File: src/rtl/core/b64gd_pkg.sv
// Package for the base64 group decoder: item types, status codes and
// the character-to-sextet lookup. No dependencies.
package b64gd_pkg;

	localparam int unsigned QUEUE_DEPTH_DEF = 2;
	localparam int unsigned SEXTET_W        = 6;
	localparam int unsigned ACCUM_W         = 3 * SEXTET_W;

	typedef enum logic [1:0] {
		ST_OK      = 2'd0,
		ST_BADCHAR = 2'd1,
		ST_PARTIAL = 2'd2
	} status_t;

	typedef struct packed {
		logic [7:0] symbol;
		logic       is_final;
	} in_item_t;

	typedef struct packed {
		logic [7:0] byte_hi;
		logic [7:0] byte_mid;
		logic [7:0] byte_lo;
		status_t    status;
		logic       ends_buffer;
	} out_item_t;

	// A character after classification, as it waits in the queue.
	typedef struct packed {
		logic [SEXTET_W-1:0] sextet;
		logic                bad;
		logic                is_final;
	} cls_item_t;

	// Returns {bad, sextet}. The pad character maps to zero.
	function automatic logic [SEXTET_W:0] map_symbol(input logic [7:0] c);
		logic [7:0] d;
		logic [SEXTET_W:0] r;
		d = 8'd0;
		r = {1'b1, {SEXTET_W{1'b0}}};
		if (c inside {[8'h41:8'h5A]}) begin
			d = c - 8'h41;
			r = {1'b0, d[SEXTET_W-1:0]};
		end else if (c inside {[8'h61:8'h7A]}) begin
			d = c - 8'h61 + 8'd26;
			r = {1'b0, d[SEXTET_W-1:0]};
		end else if (c inside {[8'h30:8'h39]}) begin
			d = c - 8'h30 + 8'd52;
			r = {1'b0, d[SEXTET_W-1:0]};
		end else if (c == 8'h2B) begin
			r = {1'b0, 6'd62};
		end else if (c == 8'h2F) begin
			r = {1'b0, 6'd63};
		end else if (c == 8'h3D) begin
			r = {1'b0, 6'd0};
		end
		return r;
	endfunction

endpackage

File: src/rtl/core/b64gd_front.sv
// Front end: accepts input characters and classifies them into sextets.
// Depends on b64gd_pkg.
module b64gd_front import b64gd_pkg::*; (
	input  logic      in_valid,
	output logic      in_ready,
	input  in_item_t  in_item,
	input  logic      q_full,
	output logic      q_push,
	output cls_item_t q_item
);

	logic [SEXTET_W:0] mapped;

	assign mapped          = map_symbol(in_item.symbol);
	assign in_ready        = !q_full;
	assign q_push          = in_valid && !q_full;
	assign q_item.sextet   = mapped[SEXTET_W-1:0];
	assign q_item.bad      = mapped[SEXTET_W];
	assign q_item.is_final = in_item.is_final;

endmodule

File: src/rtl/core/b64gd_queue.sv
// Short queue of classified items between the front and back ends.
// Depends on b64gd_pkg.
module b64gd_queue import b64gd_pkg::*; #(
	parameter int unsigned DEPTH = QUEUE_DEPTH_DEF
) (
	input  logic      clk,
	input  logic      arst_n,
	input  logic      push,
	input  cls_item_t push_item,
	output logic      full,
	input  logic      pop,
	output logic      empty,
	output cls_item_t head
);

	localparam int unsigned PTR_W = (DEPTH > 1) ? $clog2(DEPTH) : 1;
	localparam int unsigned CNT_W = $clog2(DEPTH + 1);

	cls_item_t          entries_q [DEPTH];
	logic [PTR_W-1:0]   wr_ptr_q;
	logic [PTR_W-1:0]   rd_ptr_q;
	logic [CNT_W-1:0]   count_q;

	assign full  = (count_q == CNT_W'(DEPTH));
	assign empty = (count_q == '0);
	assign head  = entries_q[rd_ptr_q];

	always_ff @(posedge clk) begin
		if (push) begin
			entries_q[wr_ptr_q] <= push_item;
		end
	end

	always_ff @(posedge clk or negedge arst_n) begin
		if (!arst_n) begin
			wr_ptr_q <= '0;
			rd_ptr_q <= '0;
			count_q  <= '0;
		end else begin
			if (push) begin
				wr_ptr_q <= (wr_ptr_q == PTR_W'(DEPTH - 1)) ? '0 : wr_ptr_q + 1'b1;
			end
			if (pop) begin
				rd_ptr_q <= (rd_ptr_q == PTR_W'(DEPTH - 1)) ? '0 : rd_ptr_q + 1'b1;
			end
			if (push && !pop) begin
				count_q <= count_q + 1'b1;
			end else if (pop && !push) begin
				count_q <= count_q - 1'b1;
			end
		end
	end

endmodule

File: src/rtl/core/b64gd_back.sv
// Back end: packs sextets into groups, tracks errors and buffer ends, and
// holds the result in an output register. Depends on b64gd_pkg.
module b64gd_back import b64gd_pkg::*; (
	input  logic      clk,
	input  logic      arst_n,
	input  logic      q_empty,
	input  cls_item_t q_head,
	output logic      q_pop,
	output logic      out_valid,
	input  logic      out_ready,
	output out_item_t out_item
);

	logic [1:0]         fill_q;
	logic [ACCUM_W-1:0] accum_q;
	logic               err_q;
	logic               out_valid_q;
	out_item_t          out_q;

	logic [1:0]         fill_d;
	logic [ACCUM_W-1:0] accum_d;
	logic               err_d;
	logic               emit;
	out_item_t          res;

	assign q_pop     = !q_empty && (!out_valid_q || out_ready);
	assign out_valid = out_valid_q;
	assign out_item  = out_q;

	always_comb begin
		fill_d          = fill_q;
		accum_d         = accum_q;
		err_d           = err_q;
		emit            = 1'b0;
		res.byte_hi     = '0;
		res.byte_mid    = '0;
		res.byte_lo     = '0;
		res.status      = ST_OK;
		res.ends_buffer = q_head.is_final;
		if (err_q) begin
			// Characters after an error are dropped until the buffer ends.
			if (q_head.is_final) begin
				err_d = 1'b0;
			end
		end else if (q_head.bad) begin
			emit       = 1'b1;
			res.status = ST_BADCHAR;
			fill_d     = '0;
			accum_d    = '0;
			err_d      = !q_head.is_final;
		end else if (fill_q == 2'd3) begin
			emit = 1'b1;
			{res.byte_hi, res.byte_mid, res.byte_lo} = {accum_q, q_head.sextet};
			fill_d  = '0;
			accum_d = '0;
		end else begin
			accum_d = {accum_q[ACCUM_W-SEXTET_W-1:0], q_head.sextet};
			fill_d  = fill_q + 2'd1;
			if (q_head.is_final) begin
				emit       = 1'b1;
				res.status = ST_PARTIAL;
				fill_d     = '0;
				accum_d    = '0;
			end
		end
	end

	always_ff @(posedge clk or negedge arst_n) begin
		if (!arst_n) begin
			fill_q      <= '0;
			accum_q     <= '0;
			err_q       <= 1'b0;
			out_valid_q <= 1'b0;
		end else begin
			if (q_pop) begin
				fill_q  <= fill_d;
				accum_q <= accum_d;
				err_q   <= err_d;
			end
			if (q_pop && emit) begin
				out_valid_q <= 1'b1;
			end else if (out_ready) begin
				out_valid_q <= 1'b0;
			end
		end
	end

	always_ff @(posedge clk) begin
		if (q_pop && emit) begin
			out_q <= res;
		end
	end

endmodule

File: src/rtl/core/base64_group_decoder.sv
// Channel  Direction  Signals                       Item
// input    in         in_valid/in_ready, in_item    one character, last flag
// output   out        out_valid/out_ready, out_item three bytes, status, end flag
//
// One character per clock is sustained while out_ready stays high. A result is registered:
// the character is written into the queue, waits there until the back end pops it, and
// then loads the output register; classification is combinational before the queue.
// The queue absorbs output stalls; in_ready drops only when it fills.
// Reset clears the group, error and queue state; no clearing pass is needed.
// Depends on b64gd_pkg, b64gd_front, b64gd_queue and b64gd_back.
module base64_group_decoder import b64gd_pkg::*; #(
	parameter int unsigned QUEUE_DEPTH = QUEUE_DEPTH_DEF
) (
	input  logic      clk,
	input  logic      arst_n,
	input  logic      in_valid,
	output logic      in_ready,
	input  in_item_t  in_item,
	output logic      out_valid,
	input  logic      out_ready,
	output out_item_t out_item
);

	logic      q_full;
	logic      q_empty;
	logic      q_push;
	logic      q_pop;
	cls_item_t q_in;
	cls_item_t q_head;

	b64gd_front u_front (
		.in_valid (in_valid),
		.in_ready (in_ready),
		.in_item  (in_item),
		.q_full   (q_full),
		.q_push   (q_push),
		.q_item   (q_in)
	);

	b64gd_queue #(
		.DEPTH (QUEUE_DEPTH)
	) u_queue (
		.clk       (clk),
		.arst_n    (arst_n),
		.push      (q_push),
		.push_item (q_in),
		.full      (q_full),
		.pop       (q_pop),
		.empty     (q_empty),
		.head      (q_head)
	);

	b64gd_back u_back (
		.clk       (clk),
		.arst_n    (arst_n),
		.q_empty   (q_empty),
		.q_head    (q_head),
		.q_pop     (q_pop),
		.out_valid (out_valid),
		.out_ready (out_ready),
		.out_item  (out_item)
	);

endmodule

File: config.mk
export PLATFORM = sky130hd
export DESIGN_NAME = base64_group_decoder
export DESIGN_NICKNAME = d
export VERILOG_FILES = /design/src/rtl/core/b64gd_pkg.sv /design/src/rtl/core/b64gd_front.sv /design/src/rtl/core/b64gd_queue.sv /design/src/rtl/core/b64gd_back.sv /design/src/rtl/core/base64_group_decoder.sv
export SDC_FILE = /design/constraint.sdc
export NUM_CORES = 1
export LEC_CHECK = 0
export BUFFER_PORTS_ARGS = -buffer_cell sky130_fd_sc_hd__buf_2
export CAP_MARGIN = 20
export CORE_MARGIN = 3
export CORE_UTILIZATION = 47
export CTS_CLUSTER_DIAMETER = 30
export DETAILED_ROUTE_END_ITERATION = 6
export GPL_TIMING_DRIVEN = 0
export HOLD_SLACK_MARGIN = 0.02
export PLACE_DENSITY = 0.67
export SETUP_SLACK_MARGIN = 0.02
export SLEW_MARGIN = 10
export SYNTH_ARGS = -nofsm -noshare
export SYNTH_HDL_FRONTEND = slang
export SYNTH_SLANG_ARGS = --single-unit
File: constraint.sdc
create_clock -name clk -period 5.43 [get_ports clk]
set_input_delay 1.3575 -clock clk [delete_from_list [all_inputs] [get_ports clk]]
set_output_delay 1.3575 -clock clk [all_outputs]
set_load 0.02 [all_outputs]
==> summary.md <==
| Metric | Value |
|---|---|
| Outcome | `finished clean` |
| Pins Over Slew Limit | `0` |
| Drt drc | `0` |
| CTS H-tree depth | `3` |
| #FFs+latches synth | `69` |
| Main synth FF type | `edfxtp_1` |
| Maximum clock frequency | `0.3167 GHz` |
| Kind of critical path | `input pin to flip-flop` |
| Pwr/cell area | `494.5 mW/mm^2` |
| Launch point of the worst path | `in_item[2]` |
| Reg2reg start | `u_back.out_valid` |
| Vias per cell | `5.527` |
| N_diodes | `0` |
| Post-DRT Antenna Nets | `0` |
| Most used cell, CP | `a221o_1` |
| DR WL/cell | `14.60 um` |
| Gr usage total | `0.1659` |
| Slew HR | `0.5494` |
| Final period utilization | `0.5815` |
| Hold WC Path Type | `flip-flop to flip-flop` |
| Die area | `0.007925 mm^2` |
| First-pass GRT wire length | `9991 um` |
| # IOs | `42` |
| Fill count | `553` |
| DR pass1 iterations | `4` |
| DPL Wire Length | `4350 um` |
| Maximum vdd ir drop | `211.7 uV` |
| Worst-Margin Slew | `0.6734 ns` |
| Initial detailed-routing violation count | `80` |
| Core area | `0.006531 mm^2` |
| Critical path depth | `8` |
| RSZ-0062 raised after global routing | `no` |
| Synth area leaders | `edfxtp_1 (40%), dfrtp_1 (20%), nand2_1 (4.6%)` |
| CTS tree | `done` |
| Clk sink count | `69` |
| Share of layout cells above drive strength 1 | `0.2236` |
| Largest net degree at the start of global routing | `27` |
| GR Overflow Total | `0` |
| Final hold slack | `0.4772 ns` |
| Multi-input logic area | `0.001197 mm^2` |
| Area growth syn-to-layout | `15.53%` |
| Synth Cell Area | `0.003239 mm^2` |
| Hold Crit Start | `u_back.accum_q[12]` |
| Via count | `2255` |
| Worst path max stage delay | `0.35 ns` |
| YS warnings | `0` |
| Root buf cell | `clkbuf_8` |
| Reg area | `0.001942 mm^2` |
| Vias in the first global route | `2120` |
| Post-synth EDFFs | `43` |
| Distinct cells, synth | `56` |
| Syn Nets | `297` |
| Delay-heaviest family, CP | `compound AO/OA/AOI/OAI gates` |
| Final TNS setup | `0 ns` |
| FFs w/ async S/R, synth | `0.3768` |
| Crit path buf inv count | `2` |
| Skew-Pair Late Insertion Delay | `0.33 ns` |
| Worst R2R Path Depth | `7` |
| Crit path cell chain | `buf_2, inv_1, ha_1, nand2b_1, a22oi_1, nor2_2, a221o_1, a221o_1` |
| RD Place Congestion | `0.8769` |
| Die height | `89.02 um` |
| Num CTS Buffers | `9` |
| Sequential element share of the synthesized area | `0.5995` |
| Num rows | `29` |
| WP data arrival | `3.23 ns` |
| Critical-path top delay cell | `a221o_1` |
| Worst path required time | `5.50 ns` |
| Tmin final | `3.158 ns` |
| CP Max Fanout | `9` |
| Initial antenna violation count | `0` |
| Post-synth top area share | `0.3986` |
| Initial Util | `0.4960` |
| Routed WL | `5955 um` |
| DIE WIDTH | `89.02 um` |
| Startpoint types | `input pin` |
| Setup violations, final | `0` |
| Worst hold path depth | `2` |
| Buffers on Ports | `41` |
| Clock buffer depth | `2` |
| CTS Hold Bufs | `0` |
| Crit end category | `flip-flop` |
| Fin. Hold Viols | `0` |
| Number of setup buffers added after CTS | `0` |
| Mean Syn Cell Area | `11.87 um^2` |
| Static leakage | `1.643 nW` |
| Worst-path clk slew | `0.07 ns` |
| Skew final | `0.009747 ns` |
| Synth area leader | `edfxtp_1` |
| Max Cap Viol | `0` |
| Post_cts resized | `0` |
| Post-Syn Instances | `273` |
| Layout Nets | `350` |
-- tightest hold or removal path, stage by stage (launching register included) --
cell,delay [ns]
dfrtp_1,0.34
nand2_1,0.04
o21ai_0,0.06
-- stage by stage --
stage                     setup slack (ns)  power [mW]  utilization  cell area (um^2)  instances
after floorplan                      1.847       1.270            -              3239        273
after global routing                 2.084       1.971       0.5730              3742        408
final                                2.272       1.851       0.5730              3742        408
after CTS                            2.284       1.867       0.5730              3742        408
after global placement               1.191       1.453       0.5421              3541        391
after detailed placement             1.936       1.480       0.5448              3558        392
-- layer usage --
metal | part of all wire | GRT usage | up-vias
met3 | 0.040 | 0.03594 | 16
li1 | - | - | 1101
met1 | 0.45 | 0.2130 | 1080
met2 | 0.49 | 0.2638 | 58
met5 | 0 | 0 | -
met4 | 0.026 | 0.08796 | 0
-- synthesized netlist by cell type (2+ instances only) --
cell,count
nor3_1,4
and2_4,2
xnor2_1,4
nand3_1,2
edfxtp_1,43
o21ai_0,17
clkbuf_1,10
buf_6,2
ha_1,11
nor2b_1,2
inv_1,8
xor2_1,2
a221o_1,2
mux2i_1,7
a21o_1,2
nand2b_1,7
nand2_1,40
and3_1,22
a21oi_1,4
dfrtp_1,26
o31ai_1,6
a2111oi_0,3
nor2_1,14
-- power breakdown --
part	internal, mW	switching [mW]
Clock	0.210	0.181
Combinational	0.205	0.427
Sequential	0.762	0.0665
-- flip-flops by register name, indices dropped and copies added (netlist names) --
register,count
u_queue.count_q,2
u_queue.rd_ptr_q,1
u_back.out_valid,1
u_back.fill_q,2
u_back.out_item,27
u_queue.entries_q,16
u_queue.wr_ptr_q,1
u_back.err_q,1
u_back.accum_q,18
-- cell families after synthesis --
kind of cell,count (synthesis),synth area share
muxes,9,0.02974
adders and majority gates,11,0.04249
buffers and inverters,22,0.03167
DFF,69,0.5995
and+or+nand+nor,104,0.1665
xor gates and xnor gates,6,0.01622
AOI/OAI and AO/OA,52,0.1139
-- cell type report --
type	instances	share of cell area
inverters	8	0.008024
clock inverters	5	0.01404
repair buffers	42	0.05884
clock buffers	11	0.03511
multi-input cells	182	0.3200
well taps	77	0.02574
flip-flops and latches	69	0.5189
plain buffers	14	0.01939
-- cell usage in the layout, fill, tap and decap left out, types with 6 or more instances in the layout --
cell type  count
nand2_1       40
buf_2         42
clkbuf_1      12
nor2_1        13
mux2i_1        7
inv_1          8
o31ai_1        6
o21ai_0       17
and3_1        22
clkbuf_8       9
nand2b_1       7
ha_1          11
dfrtp_1       26
edfxtp_1      43
-- path summary, 6_finish.rpt --
path,end,slack (ns)
min in group asynchronous,u_queue.wr_ptr_q,1.02
hold reg to reg,u_back.accum_q[12],0.48
hold / removal,u_back.accum_q[12],0.48
setup reg to reg,u_back.out_item[3],3.27
setup / recovery,u_queue.entries_q[0][6],2.27
max in group asynchronous,u_back.accum_q[5],4.01
Note: power is estimated with default switching activity, not from simulation.
